[config.mk]
export PLATFORM = sky130hd
export DESIGN_NAME = eqh_front
export DESIGN_NICKNAME = d
export VERILOG_FILES = /design/src/rtl/core/eqh_pkg.sv /design/src/rtl/core/eqh_front.sv
export SDC_FILE = /design/constraint.sdc
export NUM_CORES = 1
export LEC_CHECK = 0
export BUFFER_PORTS_ARGS = -buffer_cell sky130_fd_sc_hd__buf_2
export CELL_PAD_IN_SITES_DETAIL_PLACEMENT = 2
export CELL_PAD_IN_SITES_GLOBAL_PLACEMENT = 2
export CORE_ASPECT_RATIO = 1.5
export CORE_MARGIN = 4
export CORE_UTILIZATION = 31
export CTS_BUF_LIST = sky130_fd_sc_hd__clkbuf_16
export DETAILED_ROUTE_END_ITERATION = 10
export PLACE_DENSITY_LB_ADDON = 0.2
export SYNTH_ARGS = -nofsm -noshare
export SYNTH_HDL_FRONTEND = slang
export SYNTH_SLANG_ARGS = --single-unit
export TNS_END_PERCENT = 30
[constraint.sdc]
create_clock -name clk -period 5.1 [get_ports clk]
set_input_delay 0.51 -clock clk [delete_from_list [all_inputs] [get_ports clk]]
set_output_delay 0.51 -clock clk [all_outputs]
set_load 0.02 [all_outputs]
[src/rtl/core/eqh_pkg.sv]
// shared constants and types of the equal-width range histogram
package eqh_pkg;

  // default sizes
  localparam int NUM_BINS_DEF    = 15;
  localparam int MAX_SAMPLES_DEF = 1024;

  // field widths
  localparam int DELAY_W     = 16;
  localparam int INDEX_W     = 4;
  localparam int HITS_W      = 11;
  localparam int SHARE_W     = 17;
  localparam int SHARE_FRAC  = 16;
  localparam int MID_W       = 22;
  localparam int IN_TDATA_W  = 16;
  localparam int OUT_TDATA_W = 56;

  // two sample banks, so two sets can be in flight
  localparam int JOBQ_DEPTH = 2;

  localparam logic [DELAY_W-1:0] DELAY_MAX = '1;

  // back end sequencer states
  typedef enum logic [3:0] {
    BK_IDLE,
    BK_SCAN_RD,
    BK_SCAN_START,
    BK_SCAN_DIV,
    BK_CNT_WR,
    BK_EMIT_RD,
    BK_EMIT_START,
    BK_EMIT_DIV,
    BK_EMIT_OUT
  } back_state_t;

endpackage

[src/rtl/core/eqh_front.sv]
// front end: takes samples, writes the sample bank, tracks min, max and count
module eqh_front
  import eqh_pkg::*;
#(
  parameter int MAX_SAMPLES = MAX_SAMPLES_DEF,
  localparam int CW = $clog2(MAX_SAMPLES + 1),
  localparam int IW = $clog2(MAX_SAMPLES),
  localparam int JOB_W = 1 + CW + 2 * DELAY_W
) (
  input  logic                  clk,
  input  logic                  rst_n,
  input  logic                  in_tvalid,
  output logic                  in_tready,
  input  logic [IN_TDATA_W-1:0] in_tdata,   // delay_ms
  input  logic                  in_tlast,   // last_sample
  input  logic                  job_full,
  output logic                  job_push,
  output logic [JOB_W-1:0]      job_data,
  output logic                  smp_wr_en,
  output logic [IW:0]           smp_wr_addr,
  output logic [DELAY_W-1:0]    smp_wr_data
);

  typedef struct packed {
    logic               bank;
    logic [CW-1:0]      total;
    logic [DELAY_W-1:0] min_val;
    logic [DELAY_W-1:0] range_val;
  } job_t;

  job_t               job;
  logic               bank_r, bank_nxt;
  logic [CW-1:0]      total_r, total_nxt, total_upd;
  logic [DELAY_W-1:0] min_r, min_nxt, min_upd;
  logic [DELAY_W-1:0] max_r, max_nxt, max_upd;
  logic [DELAY_W-1:0] smp;
  logic               accept;
  logic               store;

  // a bank is free whenever the job queue has room
  assign in_tready = !job_full;
  assign accept    = in_tvalid && in_tready;
  assign smp       = in_tdata[DELAY_W-1:0];
  assign store     = accept && (total_r < CW'(MAX_SAMPLES));

  // sample bank write
  assign smp_wr_en   = store;
  assign smp_wr_addr = {bank_r, total_r[IW-1:0]};
  assign smp_wr_data = smp;

  // running statistics including this request
  always_comb begin
    min_upd   = (store && (smp < min_r)) ? smp : min_r;
    max_upd   = (store && (smp > max_r)) ? smp : max_r;
    total_upd = store ? total_r + CW'(1) : total_r;
  end

  // job descriptor on the flagged sample
  always_comb begin
    job.bank      = bank_r;
    job.total     = total_upd;
    job.min_val   = min_upd;
    job.range_val = (max_upd >= min_upd) ? max_upd - min_upd : '0;
  end

  assign job_push = accept && in_tlast;
  assign job_data = job;

  // next set state
  always_comb begin
    if (job_push) begin
      total_nxt = '0;
      min_nxt   = DELAY_MAX;
      max_nxt   = '0;
      bank_nxt  = !bank_r;
    end else begin
      total_nxt = total_upd;
      min_nxt   = min_upd;
      max_nxt   = max_upd;
      bank_nxt  = bank_r;
    end
  end

  always_ff @(posedge clk) begin
    if (!rst_n) begin
      total_r <= '0;
      min_r   <= DELAY_MAX;
      max_r   <= '0;
      bank_r  <= 1'b0;
    end else begin
      total_r <= total_nxt;
      min_r   <= min_nxt;
      max_r   <= max_nxt;
      bank_r  <= bank_nxt;
    end
  end

endmodule

# Word-level counts from Yosys, hierarchy flattened

Cells that the tools add are included.
Widths: inputs -> output; s select.

Register bits: 44
Input bits: 21
Logic and storage cells: 23
Output and inout bits: 74

Bitwise logic cells: 1
Reductions and logical operators: 8
Magnitude comparators: 4
Multiplexer cells: 4
$add $sub $neg: 2

Operators with widths:

| operator              | count |
|---|---|
| $mux 16               | 3 |
| $ge 16x16->1          | 1 |
| $gt 16x16->1          | 1 |
| $lt 16x16->1          | 1 |
| $sub 16x16->16        | 1 |
| $add 11x1->11 const B | 1 |
| $lt 11x11->1 const B  | 1 |
| $mux 11               | 1 |
| $logic_and 1x1->1     | 5 |
| $logic_not 1->1       | 2 |
| $reduce_or 2->1       | 1 |
| $not 1->1             | 1 |

# Longest topological paths before layout

Word-level depth: 7
Mapped depth: 19
Depth with buffers taken out: 17

# Least setup slack after synthesis

Ideal clock, no wire load.

Path kind: input port to output port
Start: input in_tdata[1]
End: output job_data[15]
Data required time: 4.590 ns
Buffers on the path: 1
Arrival: 4.189 ns
Setup slack: 0.401 ns
Stages: 17
Path through: ha_1 -> nor2b_1 -> o211ai_1 -> a2111oi_1 -> a211o_1 -> o211ai_4 -> buf_6 -> mux2i_1 -> inv_1 -> ha_1 -> nor2b_1 -> o31a_1 -> o21ai_0 -> a211oi_1 -> nor4b_1 -> nor3b_1 -> nor3_1

Word-level cells in the longest chain between the ends: 5
Elaborated cells on any way between the ends: 9
Classes of those cells: add/sub: 1; order compare: 3; mux: 3; reduce/logical: 2

Ends and longest elaborated chain:

| what                                                  | line            | source |
|---|---|---|
| from (decl)                                           | eqh_front.sv:14 | `input logic [IN_TDATA_W-1:0] in_tdata,` |
| $gt 16x16->1                                          | eqh_front.sv:54 | `max_upd = (store && (smp > max_r)) ? smp : max_r;` |
| $logic_and 1x1->1                                     | eqh_front.sv:54 |  |
| $mux 16 (*)                                           | eqh_front.sv:54 |  |
| named net max_upd[1]                                  | eqh_front.sv:35 | `logic [DELAY_W-1:0] max_r, max_nxt, max_upd;` |
| $sub 16x16->16 / $ge 16x16->1 (equally long branches) | eqh_front.sv:63 | `job.range_val = (max_upd >= min_upd) ? max_upd - min_upd : '0;` |
| $mux 16 (*)                                           | eqh_front.sv:63 |  |
| to (decl)                                             | eqh_front.sv:18 | `output logic [JOB_W-1:0] job_data,` |

Mark *: on every way through the listed nets, which the timed path passes. The rest lies on a longest branch.

# Worst setup path in the final report

Start: input in_tdata[1]
End: output job_data[3]

Word-level cells in the longest chain between the ends: 5
Elaborated cells on any way between the ends: 9
Classes of those cells: add/sub: 1; order compare: 3; mux: 3; reduce/logical: 2

Ends and longest elaborated chain:

| what                 | line |
|---|---|
| $gt 16x16->1         | eqh_front.sv:54 |
| $logic_and 1x1->1    | eqh_front.sv:54 |
| $mux 16              | eqh_front.sv:54 |
| named net max_upd[5] | eqh_front.sv:35 |
| $ge 16x16->1         | eqh_front.sv:63 |
| $mux 16              | eqh_front.sv:63 |

The timed path passes the listed nets, and every way through them passes these cells.

==> flow_summary.ini <==
[global_routing]
grt_max_degree = 38
antenna_found_initial = 0
grtUsageTotal = 0.172
grt_pass1_vias = 3675
grt_pass1_wl_um = 19000
grt_overflow = 0

[synthesis]
synth-main-ff-cell = dfxtp_1
syn-cell-area_sq_um = 3680
ys_ff_latch = 44
synthArstFlopShare = 0
syn_inst = 430
yosys.area_share.simple = 0.174
synth_fa_ha_area_frac = 0.168
synth_xor_area_frac = 0.0476
ys_warn_count = 0
synth_mux_area_frac = 0.113
synth_top_family_by_area = simple AND/OR/NAND/NOR gates
synth.distinct_cells = 48
avgSynthCellArea_sq_um = 8.57
synth_edf_count = 0
synth-compound-area-share = 0.132
synth_fp_nets = 500
ys_seq_area_frac = 0.239

[power_and_ir_drop]
p_per_area_nw_per_um2 = 236
leakagePower_nw = 2.24
power_w = 0.00106
peakVddDrop_mv = 0.159

[placement]
place_congestion = 0.794
port_buffers = 94
hpwl_um = 9530
dpl-instance-area_sq_um = 4150
place_ws_ns = -0.126

[clock_tree]
clk_latency_ns = 0.29
cts.sinks = 44
cts-root-buf = clkbuf_16
cts_tree = built
clkTransAtPathRegs_ns = 0.06
cts_made_buffers = 5
cts_hold_buf = 0
htree_num_levels = 2
cts_buffer_depth = 2

[setup_path]
crit_path_max_fanout = 16
critPathMaxStageDelay_ns = 0.40
critPathSlowestCell = ha_1
critPathLaunchType = primary input
rr_worst_depth = 10
critical_path_arrival_ns = 4.38
required_ns = 4.59
crit_chain = buf_2, ha_1, nor2b_1, o211ai_1, a2111oi_2, a211o_1, o211ai_4, buf_8, mux2_2, ha_1, nand4_1, a31oi_1, o21ai_0, a21oi_1, o22ai_1, buf_6, a211oi_1, buf_2
crit_type = in2out
cp-end-kind = output pin

[drt]
routed_wl_um = 11700
drcViolationCount = 0
routed-via-count = 3235
first_pass_iters = 4
viasPerCell = 4.91
wl_per_cell_um = 17.7
ant_nets = 0
drt_first_iter_violations = 44

[sta]
fin_ws_ns = 0.209
maxSlewHeadroom = 0.676
worst_slew_pin_slew_ns = 0.481
finalHoldViolCount = 0
clock-skew-final_ns = 0.00578
setup_viol = 0
period_minus_slack_ns = 4.89
fmax_mhz = 204
min_period_over_period = 0.959
finalMaxSlewViolations = 0

[floorplanning]
die_h_um = 142
die-width_um = 97.0
ios = 95
coreArea_sq_um = 11600
std_cell_rows = 48
start_util = 0.318
die_area_sq_um = 13700

[job]
maxCapViolations = 0

[finish]
layout_common_cells = 93 x buf_2, 51 x inv_1, 44 x ha_1
stdcell_area_sq_um = 4470
finish.net_count = 578
antenna_cells = 0
syn_to_final_growth_pct = 21.4
layout_commonest_cell = buf_2
layout-drive-gt1-share = 0.330
utilization = 0.386

[hold_path]
worst_hold_path_type = in2reg
hold_depth = 2

[status]
status = finished clean
Yosys cell counts (all sizes together) (3+ instances only):
library cell / instances / area [sq um]
a211oi: 6 / 50.1
a21o: 10 / 75.1
a21oi: 24 / 120
a31oi: 3 / 18.8
and2: 27 / 169
and3: 4 / 25.0
buf: 31 / 246
clkbuf: 4 / 15.0
dfxtp: 44 / 881
ha: 48 / 601
inv: 51 / 191
mux2: 16 / 210
mux2i: 17 / 208
nand2: 34 / 128
nand2b: 5 / 31.3
nand3: 6 / 30.0
nand4: 8 / 50.1
nor2: 23 / 86.3
nor2b: 6 / 37.5
nor3: 5 / 25.0
o21a: 5 / 37.5
o21ai: 13 / 65.1
xnor2: 12 / 105
xor2: 8 / 70.1
routing by layer:
metal	up-vias	GRT usage	wire length, um
met2	57	0.361	6880
met4	0	0.0370	164
li1	1583	-	-
met1	1583	0.176	4270
met5	-	0	0
met3	12	0.0246	346
power by group:
part / internal, W / switching [W] / leakage [nW]
logic: 0.000126 / 0.000182 / 1.80
registers: 0.000356 / 0.00000858 / 0.359
clock network: 0.000233 / 0.000149 / 0.0804
total: 0.000715 / 0.000340 / 2.24
cell families (layout without fill, tap and decap cells):
kind of cell / after synthesis / after routing
adders and majority gates: 49 / 49
buffers and inverters: 87 / 166
muxes: 33 / 33
xor gates and xnor gates: 20 / 20
AOI/OAI and AO/OA: 72 / 72
and+or+nand+nor: 125 / 125
DFF: 44 / 44
path summary, 6_finish.rpt:
check,from,to,slack [ns]
worst max-delay path,in_tdata[1],job_data[3],0.21
worst min-delay path,rst_n,bank_r$_SDFFE_PN0P_,0.51
worst max register to register,max_r[1]$_SDFF_PP0_,max_r[5]$_SDFF_PP0_,2.43
worst min register to register,min_r[10]$_SDFF_PP1_,min_r[10]$_SDFF_PP1_,0.53
state kept, by name, indices dropped and copies added, names as in the netlist:
name	cells
min_r	16
total_r	11
max_r	16
bank_r	1
through the flow:
stage | std cells | hold slack [ns] | TNS, ns
2_1_floorplan | 430 | 0.478 | 0
3_3_place_gp | 648 | 0.506 | 0
3_5_place_dp | 648 | 0.512 | -0.390
4_1_cts | 656 | 0.506 | 0
5_1_grt | 659 | 0.511 | -0.00962
6_report | 659 | 0.505 | 0
worst max-delay path: cells and delay by family:
family          cells  cell delay [ns]
fa+ha+maj           2             0.73
compound gates      9             1.71
simple gates        2             0.29
buf+inv             4             0.75
mux                 1             0.37
layout make-up:
type | instances | area, sq um
Tap cell | 150 | 188
Inverter | 51 | 191
Fill cell | 1369 | 7120
Clock buffer | 5 | 125
Multi-Input combinational cell | 299 | 2440
Timing Repair Buffer | 107 | 598
Clock inverter | 3 | 46.3
Sequential cell | 44 | 882
timing repair:
| action | in CTS | in global routing |
|---|---|---|
| endpoints found under the setup margin | 11 | 16 |
| resized for setup | 2 | 30 |
| pin swaps | 0 | 6 |
| setup buffers | 0 | 3 |
| cloned | 0 | 0 |
(Power assumes the default switching activity.)
