**src/rtl/core/eqh_pkg.sv**
```systemverilog
// shared constants and types of the equal-width range histogram
package eqh_pkg;

  // default sizes
  localparam int NUM_BINS_DEF    = 15;
  localparam int MAX_SAMPLES_DEF = 1024;

  // field widths
  localparam int DELAY_W     = 16;
  localparam int INDEX_W     = 4;
  localparam int HITS_W      = 11;
  localparam int SHARE_W     = 17;
  localparam int SHARE_FRAC  = 16;
  localparam int MID_W       = 22;
  localparam int IN_TDATA_W  = 16;
  localparam int OUT_TDATA_W = 56;

  // two sample banks, so two sets can be in flight
  localparam int JOBQ_DEPTH = 2;

  localparam logic [DELAY_W-1:0] DELAY_MAX = '1;

  // back end sequencer states
  typedef enum logic [3:0] {
    BK_IDLE,
    BK_SCAN_RD,
    BK_SCAN_START,
    BK_SCAN_DIV,
    BK_CNT_WR,
    BK_EMIT_RD,
    BK_EMIT_START,
    BK_EMIT_DIV,
    BK_EMIT_OUT
  } back_state_t;

endpackage

```
**src/rtl/core/eqh_jobq.sv**
```systemverilog
// two-entry queue of set descriptors between front and back end
module eqh_jobq
  import eqh_pkg::*;
#(
  parameter int W = 8
) (
  input  logic         clk,
  input  logic         rst_n,
  input  logic         push,
  input  logic [W-1:0] push_data,
  output logic         full,
  input  logic         pop,
  output logic         head_valid,
  output logic [W-1:0] head_data
);

  localparam int PW = $clog2(JOBQ_DEPTH);
  localparam int NW = $clog2(JOBQ_DEPTH + 1);

  logic [W-1:0]  entry_r [JOBQ_DEPTH];
  logic [PW-1:0] wr_ptr_r, rd_ptr_r;
  logic [NW-1:0] cnt_r;

  assign full       = (cnt_r == NW'(JOBQ_DEPTH));
  assign head_valid = (cnt_r != '0);
  assign head_data  = entry_r[rd_ptr_r];

  // pointers and fill count
  always_ff @(posedge clk) begin
    if (!rst_n) begin
      wr_ptr_r <= '0;
      rd_ptr_r <= '0;
      cnt_r    <= '0;
    end else begin
      if (push) wr_ptr_r <= wr_ptr_r + PW'(1);
      if (pop) rd_ptr_r <= rd_ptr_r + PW'(1);
      cnt_r <= cnt_r + NW'(push) - NW'(pop);
    end
  end

  // entry storage
  always_ff @(posedge clk) begin
    if (push) entry_r[wr_ptr_r] <= push_data;
  end

endmodule

```
**config.mk**
```make
export PLATFORM = sky130hd
export DESIGN_NAME = eqh_jobq
export DESIGN_NICKNAME = d
export VERILOG_FILES = /design/src/rtl/core/eqh_pkg.sv /design/src/rtl/core/eqh_jobq.sv
export SDC_FILE = /design/constraint.sdc
export NUM_CORES = 1
export LEC_CHECK = 0
export BUFFER_PORTS_ARGS = -buffer_cell sky130_fd_sc_hd__buf_2
export CORE_UTILIZATION = 52
export CTS_CLUSTER_DIAMETER = 120
export DETAILED_ROUTE_END_ITERATION = 8
export PLACE_DENSITY = 0.87
export SYNTH_ARGS = -nofsm -noshare
export SYNTH_HDL_FRONTEND = slang
export SYNTH_SLANG_ARGS = --single-unit
```
**constraint.sdc**
```tcl
create_clock -name clk -period 2.3 [get_ports clk]
set_clock_uncertainty 0.15 [all_clocks]
set_input_delay 0.46 -clock clk [delete_from_list [all_inputs] [get_ports clk]]
set_output_delay 0.46 -clock clk [all_outputs]
set_load 0.02 [all_outputs]
```
# ---- Word-level counts from Yosys, hierarchy flattened
# Memory sizes are Yosys's and may differ from the RTL's. A register that Yosys moved wholly into a read port is not among the register bits.
# Index checks and enable logic that the tools add are counted.
dict set report totals {
  n_memories 1
  inputBits 12
  output_inout_bits 10
  elab_cells 14
  ram_bits 16
  latchBits 0
  romBits 0
  ff_bits 4
}
# memory words word_bits read_ports rd_clocked_by_memory_dff write_ports line_no
set memory_table {}
lappend memory_table {entry_r 2 8 1 1 1 eqh_jobq.sv:20} ;# logic [W-1:0] entry_r [JOBQ_DEPTH];
dict set report op_classes {
  mul 0
  reduce_logical 1
  shifts 0
  n_addsub 4
  n_bitwise 0
  n_div 0
  n_eq_ne 1
  n_lt_le_gt_ge 0
  muxes 4
}
# cell count
set op_table {}
lappend op_table {{2-to-1 mux 1 bit} 4}
lappend op_table {{adder 1 bit (second input constant)} 2}
lappend op_table {{adder 2 x 1 -> 2 bit} 1}
lappend op_table {{== test 2 bit (second input constant)} 1}
lappend op_table {{nonzero test 2 bit} 1}
lappend op_table {{subtractor 2 x 1 -> 2 bit} 1}

# ---- Depth between registers and ports, before layout
# Gate-level depths: netlist of run 1.
dict set report logic_depth {
  depth_word 3
  ltp_mapped 6
  depth_no_buf 6
}

# ---- Worst setup path after synthesis of run 1
# OpenSTA, ideal clock, no wires.
dict set report synth_path {
  path_type {register -> output}
  startpoint {reg (tool-made name)}
  endpoint {out head_data[0]}
  setup_slack_ns 0.812
  path_stages_with_launch 3
  arrival_time_ns 0.878
  cell_sequence {dfxtp_1 buf_2 mux2_1}
}
# element line_no
set synth_lines {}
lappend synth_lines {{end, declared} eqh_jobq.sv:14} ;# output logic [W-1:0] head_data

==> results.md, run 1 <==
- Met1 capacity usage during global routing: 0.174
- Number of buffers added on ports: 21
- WS Path Type: reg2out
- Sum of negative setup slack: 0 ps
- Worst min path class: in2reg
- Clock tree from TritonCTS: built
- Power share of the clock group: 0.222
- Sum of net half-perimeters after detailed placement: 893 µm
- Finished Core Util: 0.700
- Number of ports placed on the die boundary: 22
- Source-to-sink clock delay at the later pin of the worst-skew pair: 300 ps
- Remaining antenna violation count: 0
- Max Fclk: 0.502 GHz
- Die height: 41.3 µm
- Total of cells resized after clock tree synthesis: 0
- M3 GR Usage: 0.0479
- Gr usage total: 0.166
- Internal power: 0.569 mW
- WP data arrival: 1380 ps
- Netlist Area Pre-Place: 803 µm²
- Hold-fix buffers at CTS: 0
- Via-to-Cell Ratio: 5.03
- Pin count of the biggest net entering global routing: 12
- Net count, final: 86
- CP Launch Type: flip-flop
- Switching power total: 0.186 mW
- Logic gate share of total power: 0.178
- Number of antenna violations at the first check in global routing: 0
- Final worst-path cycle share: 0.865
- Starting density of the core: 0.588
- Transition time at the pin with the least slew margin: 385 ps
- Routed wire length: 1.17 mm
- Yosys top cell area share: 0.598
- Peak supply drop: 0.540 mV
- Proportion of total power due to net switching: 0.247
- Die Footprint: 1710 µm²
- Commonest non-fill, non-tap cell in the layout: buf_2
- Cell Rows: 13
- Number of filler instances in the final layout: 104
- Static power due to leakage: 0.395 nW
- Overflow left after global routing: 0
- Area of combinational cells with multiple inputs: 210 µm²
- Post-Synthesis Cells: 46
- Post-layout total power: 0.756 mW
- Critical path required time: 1690 ps
- Starting DRC count in detailed routing: 8
- Proportion of synthesized chip area in sequential cells: 0.723
- Clock sinks: 21
- Cell taking the most area after synthesis: edfxtp_1
- Register share of total power: 0.601
- Clock slew at the register clock pins of the worst setup and hold paths: 100 ps
- Post-route minimum period: 1990 ps
- Core Box Area: 1370 µm²
- CP endpoint kind: primary output
- Share of layout cells above drive strength 1: 0.352
- Library cell used as clock root buffer: clkbuf_4
- Growth of design area from synthesis to finish: 19.0%
- Synth warn: 0
- Most Crowded Layer GR: met2
- Vias post-DR: 433
- Max transition margin: 0.743
- Outcome: completed
- Count of TritonRoute iterations in the first routing pass: 4
- Total nets after synthesis: 60
- Number of H-tree branching levels: 1
- Final hold vios: 0
- Max cap viols: 0
- Power per cell area: 790 nW/µm²
- Post CTS Setup Buffer Count: 0
- Cell area after placement: 930 µm²
- Top library cells by usage in the layout, fill and taps aside: 21 x buf_2, 16 x edfxtp_1, 8 x mux2_1
- Largest fanout of any net on the critical path: 8
- Count of cell types in the netlist: 12
- Mean routed wirelength per cell: 13.6 µm
- Clock Tree Buf Depth: 2
- Sequential standard cell area: 581 µm²
- Antenna diode count: 0
- Floorplan die width: 41.3 µm
- Count of final setup violators: 0
- Final standard cell area without fillers: 956 µm²
- Post-synthesis register bit count: 21
- Top post-synthesis cells by area: edfxtp_1 60%, dfxtp_1 12%, mux2_1 11%
- Final RePlAce weighted congestion: 0.648
- Slew Viols, Final: 0
- Number of global-route vias before repair: 411
- Wire length of the first global-routing pass: 1.72 mm
- Worst reg-to-reg setup slack: 890 ps
- TritonCTS buffer count: 3
- Setup repair after global routing missed its margin: false
- Met2 Resource Use GR: 0.305
- Final routed DRC violation total: 0
- Synthesized area per cell: 17.5 µm²
==> layout make-up <==
type	instances	area share
clock buffers	4	0.0275
inverters	2	0.00785
multi-input cells	22	0.220
flip-flops and latches	21	0.607
well taps	15	0.0196
repair buffers	22	0.118
==> final timing paths <==
path	startpoint	to	cells after the start
max	flip-flop	head_data[4]	2
min reg2reg	rd_ptr_r	rd_ptr_r	2
max reg2reg	cnt_r[0]	cnt_r[1]	6
min	push_data[6]	entry_r[1][6]	1
==> power by group through the flow <==
stage               combinational, mW  sequential (mW)  clock, mW
detailed placement              0.136            0.463          0
finish                          0.134            0.454      0.168
global route                    0.148            0.458      0.180
floorplan                      0.0967            0.453          0
CTS                             0.137            0.454      0.173
global placement                0.130            0.459          0
==> Yosys cell counts <==
| master | n |
|---|---|
| dfxtp_1 | 5 |
| or2_1 | 1 |
| xor2_1 | 1 |
| inv_1 | 2 |
| mux2_1 | 8 |
| nor2b_1 | 4 |
| xnor3_1 | 1 |
| ha_1 | 2 |
| and2_1 | 4 |
| edfxtp_1 | 16 |
| buf_2 | 1 |
| o21a_1 | 1 |
==> logic make-up after synthesis <==
| group | share of synthesized area |
|---|---|
| AOI/OAI and AO/OA | 0.00935 |
| xor gates and xnor gates | 0.0389 |
| adders and majority gates | 0.0311 |
| buffers and inverters | 0.0156 |
| DFF | 0.723 |
| muxes | 0.112 |
| and+or+nand+nor | 0.0701 |
==> metal layers <==
layer / wire length, µm / up-vias
met2: 618 / 14
met4: 16 / 0
met1: 475 / 200
met3: 59 / 2
met5: 0 / -
li1: - / 217
==> metrics by stage <==
step                cells  setup WS [ps]  hold WS [ps]
global route           86            251           193
CTS                    86            288           187
finish                 86            310           194
global placement       82            647           417
detailed placement     82            628           428
floorplan              46            812           405
==> flip-flops by register name, summed over array words and instances, names as in the netlist, named ones only <==
register	flops
cnt_r	2
entry_r	16
rd_ptr_r	1
wr_ptr_r	1
==> critical path, stage by stage, from the launching register on <==
cell and delay (ps):
dfxtp_1 550, mux2_1 370, buf_2 160
Note: power is estimated with default switching activity, not from simulation.
==> inputs of run 2 (changes only) <==
--- a/config.mk
+++ b/config.mk
@@ -11,2 +11,3 @@
 export DETAILED_ROUTE_END_ITERATION = 8
+export GPL_TIMING_DRIVEN = 0
 export PLACE_DENSITY = 0.87
==> constraint.sdc (replaced) <==
create_clock -name clk -period 2.3 [get_ports clk]
set_clock_uncertainty 0.15 [all_clocks]
set_input_delay 0.345 -clock clk [delete_from_list [all_inputs] [get_ports clk]]
set_output_delay 0.345 -clock clk [all_outputs]
set_load 0.02 [all_outputs]
==> run 2 against run 1 <==
Via count is 2.1% higher; combinational power is 7% higher; design area is 0.26% lower; non-clock buffer count stayed put; register-to-register slack worse by 50 ps; wire length is 11% higher; sequential share of layout area is 0.16 points higher; sequential power is 1% lower; clock power hardly changed; flip-flop and latch count stayed put; setup slack better by 170 ps; critical endpoint is now head_data[1]; largest cell class unchanged; highest routed layer is now met3.
==> results.md, run 2 (same netlist as run 1, synthesis figures left out) <==
- Outcome: completed
- Longest individual stage delay on the worst path: 350 ps (-200 ps)
- Slew Viols, Final: 0 (unchanged)
- Antenna diode count: 0 (unchanged)
- Routed wire length: 1.29 mm (+11%)
- Top layer in use: met3
- WP data arrival: 1330 ps (-50 ps)
- Wire length of the first global-routing pass: 1.86 mm (+8.4%)
- Max FFs per register: 16 (unchanged)
- Biggest registers after layout: entry_r x16, cnt_r x2
- Number of H-tree branching levels: 1 (unchanged)
- Count of final setup violators: 0 (unchanged)
- Hold EP: entry_r[0][5]
- CP Launch Type: flip-flop
- Max cap viols: 0 (unchanged)
- Clock tree from TritonCTS: built
- Highest-delay cell along the critical path: mux2_1
- Sum of negative setup slack: 0 ps (unchanged)
- Clock sinks: 21 (unchanged)
- Sum of net half-perimeters after detailed placement: 1.01 mm (+13%)
- Number of global-route vias before repair: 423 (+2.9%)
- Setup repair after global routing missed its margin: false
- Vias post-DR: 442 (+2.1%)
- Starting DRC count in detailed routing: 1 (-7)
- Max transition margin: 0.472 (-0.271)
- Pin count of the biggest net entering global routing: 12 (unchanged)
- Overflow left after global routing: 0 (unchanged)
- Die Footprint: 1710 µm² (unchanged)
- Floorplan die width: 41.3 µm (unchanged)
- Die height: 41.3 µm (unchanged)
- Largest fanout of any net on the critical path: 8 (unchanged)
- Static power due to leakage: 0.394 nW (about the same)
- Final hold vios: 0 (unchanged)
- Growth of design area from synthesis to finish: 18.7%
- Cell Rows: 13 (unchanged)
- Commonest non-fill, non-tap cell in the layout: buf_2
- Mean routed wirelength per cell: 15.0 µm (+11%)
- Hold path cells: 1 (unchanged)
- Worst reg-to-reg setup slack: 840 ps (-50 ps)
- Final routed DRC violation total: 0 (unchanged)
- Register with the most flip-flops: entry_r
- Cell area after placement: 927 µm² (-0.27%)
- Count of TritonRoute iterations in the first routing pass: 3 (-1)
- Post-layout total power: 0.757 mW (+0.20%)
- Critical register-to-register path endpoint: entry_r[0][7]
- WS Path Type: reg2out
- Peak supply drop: 0.455 mV (-16%)
- Net count, final: 86 (unchanged)
- Worst path bufs/invs: 2 (+1)
- Final RePlAce weighted congestion: 0.601 (-7.2%)
- Library cell used as clock root buffer: clkbuf_4
- Total of cells resized after clock tree synthesis: 0 (unchanged)
- Launch point of the worst hold path: push_data[5]
- Detailed route wirelength on metal2: 726 µm (+17%)
- Number of antenna violations at the first check in global routing: 0 (unchanged)
- Top library cells by usage in the layout, fill and taps aside: 22 x buf_2, 16 x edfxtp_1, 8 x mux2_1
- Via-to-Cell Ratio: 5.14 (+2.1%)
- Power per cell area: 794 nW/µm² (+0.47%)
- Worst reg2reg path depth: 1 (-5)
- Worst Hold Slack: 90.1 ps (-104 ps)
- Met3 wire len: 46 µm (-22%)
- Delay-heaviest family, CP: buffers and inverters
- Critical path required time: 1800 ps (+110 ps)
- Clock slew at the register clock pins of the worst setup and hold paths: 100 ps (about the same)
- Clock Tree Buf Depth: 2 (unchanged)
- Share of layout cells above drive strength 1: 0.352 (unchanged)
- Post CTS Setup Buffer Count: 0 (unchanged)
- Core Box Area: 1370 µm² (unchanged)
- Gr usage total: 0.182 (+0.0162)
- CP endpoint kind: primary output
- Sum of routed wire segments on met1: 519 µm (+9.3%)
- Hold-fix buffers at CTS: 0 (unchanged)
- Max Fclk: 0.549 GHz (+9.3%)
- Final worst-path cycle share: 0.792 (-0.0738)
- TritonCTS buffer count: 3 (unchanged)
- Post-route minimum period: 1820 ps (-170 ps)
- Number of buffers added on ports: 21 (unchanged)
- Starting density of the core: 0.588 (unchanged)
- Source-to-sink clock delay at the later pin of the worst-skew pair: 290 ps (about the same)
- Worst-path cell chain: buf_2, mux2_1, buf_2
- Final standard cell area without fillers: 953 µm² (-0.26%)
- Number of ports placed on the die boundary: 22 (unchanged)
- Worst min path class: in2reg
- Startpoint of the worst-slack reg-to-reg timing path: wr_ptr_r
- Number of filler instances in the final layout: 104 (unchanged)
- Transition time at the pin with the least slew margin: 791 ps (+405 ps)
- Remaining antenna violation count: 0 (unchanged)
- Cell with the most instances on the worst path: buf_2
[run 2: cell counts in the layout (fill, tap and decap cells not counted)]
Identical to the previous run, type by type.
[run 2: layer usage]
| metal | global-route usage | vias to the layer above |
|---|---|---|
| li1 | - | 215 |
| met1 | 0.203 | 214 |
| met2 | 0.340 | 13 |
| met3 | 0.0479 | 0 |
| met4 | 0.0484 | 0 |
| met5 | 0 | - |
[run 2: area by class of cell]
type	instances	area, µm²	area share
multi-input cells	22	210	0.220
well taps	15	18.8	0.0197
flip-flops and latches	21	581	0.609
clock buffers	4	26.3	0.0276
plain buffers	1	5.00	0.00525
repair buffers	21	105	0.110
inverters	2	7.51	0.00787
[run 2: per-stage QoR]
step	util	worst slack, ps	cells
after floorplan	-	927	46
after global placement	0.679	682	82
after detailed placement	0.679	673	82
after CTS	0.698	474	86
after global routing	0.698	413	86
final	0.698	480	86
[run 2: how the worst max path moves through the flow]
stage	slack [ps]	startpoint	cells past startpoint	endpoint
after global placement	680	push	2	entry_r[0][7]
after global routing	410	flip-flop	3	head_data[1]
after floorplan	930	flip-flop	2	head_data[0]
after CTS	470	flip-flop	3	head_data[1]
final	480	flip-flop	3	head_data[1]
after detailed placement	670	push	2	entry_r[0][0]
[run 2: power by group]
group          leakage (nW)  internal [mW]  total [mW]  switching (mW)
Combinational         0.188         0.0659       0.144          0.0777
Clock                0.0150         0.0674       0.165          0.0979
Sequential            0.192          0.437       0.448          0.0115
==> inputs of run 3 (changes only) <==
Settings changed: CORE_UTILIZATION 52 to 44, PLACE_DENSITY 0.87 to 0.8.
Clock period 2.3 ns to 1.67 ns, I/O delays scaled along.
==> run 3 against run 2 <==
Wire length is 10% lower; total power up 45%; setup slack got worse by 420 ps; worst hold slack got worse by 29 ps; combinational power increased by 78%; critical path type unchanged; critical endpoint is now head_data[4].
==> results.md, run 3 (same netlist as run 1, synthesis figures left out) <==
- Share of layout cells above drive strength 1: 0.430 (+0.0783)
- Final hold vios: 0 (unchanged)
- Die Footprint: 2000 µm² (+17%)
- Power share of the clock group: 0.205 (-0.013)
- Starting DRC count in detailed routing: 2 (+1)
- Slew Viols, Final: 0 (unchanged)
- Proportion of total power due to net switching: 0.236 (-0.0116)
- Critical path required time: 1270 ps (-530 ps)
- Worst reg2reg path depth: 1 (unchanged)
- Final RePlAce weighted congestion: 0.645 (+7.2%)
- CP Launch Type: flip-flop
- Clock sinks: 21 (unchanged)
- Vias post-DR: 470 (+6.3%)
- TritonCTS buffer count: 3 (unchanged)
- Starting density of the core: 0.465 (-0.123)
- Final routed DRC violation total: 0 (unchanged)
- Commonest non-fill, non-tap cell in the layout: edfxtp_1
- Final standard cell area without fillers: 1140 µm² (+19%)
- Biggest registers after layout: entry_r x16, cnt_r x2
- Max transition margin: 0.505 (+0.0338)
- Number of antenna violations at the first check in global routing: 0 (unchanged)
- Net count, final: 94 (+9.3%)
- Number of global-route vias before repair: 411 (-2.8%)
- Register share of total power: 0.562 (-0.030)
- Setup repair after global routing missed its margin: true
- Remaining antenna violation count: 0 (unchanged)
- WS Path Type: reg2out
- Via-to-Cell Ratio: 4.52 (-12%)
- Static power due to leakage: 0.476 nW (+21%)
- Worst Hold Slack: 60.6 ps (-29.5 ps)
- Clock tree from TritonCTS: built
- Cell Rows: 15 (+2)
- Logic gate share of total power: 0.233 (+0.043)
- Number of ports placed on the die boundary: 22 (unchanged)
- Max Fclk: 0.619 GHz
- Peak supply drop: 0.690 mV (+52%)
- Clock Tree Buf Depth: 2 (unchanged)
- Routed wire length: 1.16 mm (-10%)
- Hold path cells: 2 (+1)
- Clock slew at the register clock pins of the worst setup and hold paths: 100 ps (about the same)
- Cell area after placement: 940 µm² (+1.3%)
- Largest fanout of any net on the critical path: 8 (unchanged)
- Internal power: 0.841 mW (+48%)
- Floorplan die width: 44.7 µm (+8.3%)
- Die height: 44.7 µm (+8.3%)
- Number of H-tree branching levels: 1 (unchanged)
- Register with the most flip-flops: entry_r
- Mean routed wirelength per cell: 11.2 µm (-26%)
- Sum of net half-perimeters after detailed placement: 821 µm (-18%)
- Max cap viols: 0 (unchanged)
- Outcome: completed
- Number of filler instances in the final layout: 136 (+31%)
- Count of final setup violators: 0 (unchanged)
- Top library cells by usage in the layout, fill and taps aside: 16 x edfxtp_1, 13 x buf_2, 8 x mux2_4, 8 x dlygate4sd3_1, 8 x buf_6
- WP data arrival: 1210 ps (-120 ps)
- Core Box Area: 1730 µm² (+26%)
- Finished Core Util: 0.659 (-0.0391)
- Wire length of the first global-routing pass: 1.65 mm (-11%)
- Switching power total: 0.259 mW (+39%)
- Post-route minimum period: 1620 ps
- Post CTS Setup Buffer Count: 0 (unchanged)
- Growth of design area from synthesis to finish: 41.6%
- Post-layout total power: 1.10 mW (+45%)
- Gr usage total: 0.121 (-0.0612)
- Antenna diode count: 0 (unchanged)
- Overflow left after global routing: 0 (unchanged)
- Count of TritonRoute iterations in the first routing pass: 4 (+1)
- Max FFs per register: 16 (unchanged)
- Sum of negative setup slack: 0 ps (unchanged)
- Worst min path class: in2reg
- Source-to-sink clock delay at the later pin of the worst-skew pair: 280 ps (about the same)
- Transition time at the pin with the least slew margin: 740 ps (-50.6 ps)
- Number of buffers added on ports: 21 (unchanged)
- Final worst-path cycle share: 0.967
- Pin count of the biggest net entering global routing: 12 (unchanged)
- Power per cell area: 968 nW/µm² (+22%)
- Library cell used as clock root buffer: clkbuf_4
- CP endpoint kind: primary output
## run 3: cell count changes in the layout (fill, tap and decap cells not counted), sizes merged
cell         previous run  this run
dlygate4sd3             0         8
## run 3: worst max-delay path: stages, from the launching register on
cell and delay [ps]:
dfxtp_2 350, buf_8 140, mux2_4 310, buf_6 130
## run 3: path summary, 6_finish.rpt
check	start	end	slack, ps
max	flip-flop	head_data[4]	50
min	rst_n	cnt_r[0]	60
max reg2reg	wr_ptr_r	entry_r[0][1]	250
min reg2reg	rd_ptr_r	flip-flop	460
## run 3: area by class of cell
| type | count | area [µm²] | share of cell area |
|---|---|---|---|
| Sequential cell | 21 | 582 | 0.512 |
| Multi-Input combinational cell | 22 | 240 | 0.211 |
| Timing Repair Buffer | 29 | 235 | 0.207 |
| Tap cell | 25 | 31.3 | 0.0275 |
| Clock buffer | 4 | 26.3 | 0.0231 |
| Buffer | 1 | 15.0 | 0.0132 |
| Inverter | 2 | 7.51 | 0.00660 |
## run 3: power groups by stage
stage	registers [mW]	clock network (mW)	logic, mW
2_1_floorplan	0.624	0	0.133
3_3_place_gp	0.625	0	0.187
3_5_place_dp	0.629	0	0.192
4_1_cts	0.618	0.235	0.209
5_1_grt	0.624	0.256	0.279
6_report	0.619	0.226	0.256
## run 3: routing by layer
layer / part of all wire / track usage / routed length (µm)
met1: 0.45 / 0.138 / 527
met3: 0.042 / 0.0360 / 49
met4: 0 / 0.0545 / 0
met2: 0.50 / 0.209 / 586
met5: 0 / 0 / 0
## run 3: stage by stage
step,worst slack [ps],cells
2_1_floorplan,377,46
3_3_place_gp,136,92
3_5_place_dp,146,92
4_1_cts,1.07,104
5_1_grt,-4.20,104
6_report,54.9,104
## run 3: repair_timing
| action | CTS | global route |
|---|---|---|
| gates resized for setup | 3 | 25 |
| gates cloned | 0 | 0 |
| hold endpoints to repair | 16 | 0 |
| hold buffers | 8 | 0 |
| setup endpoints to repair | 8 | 8 |
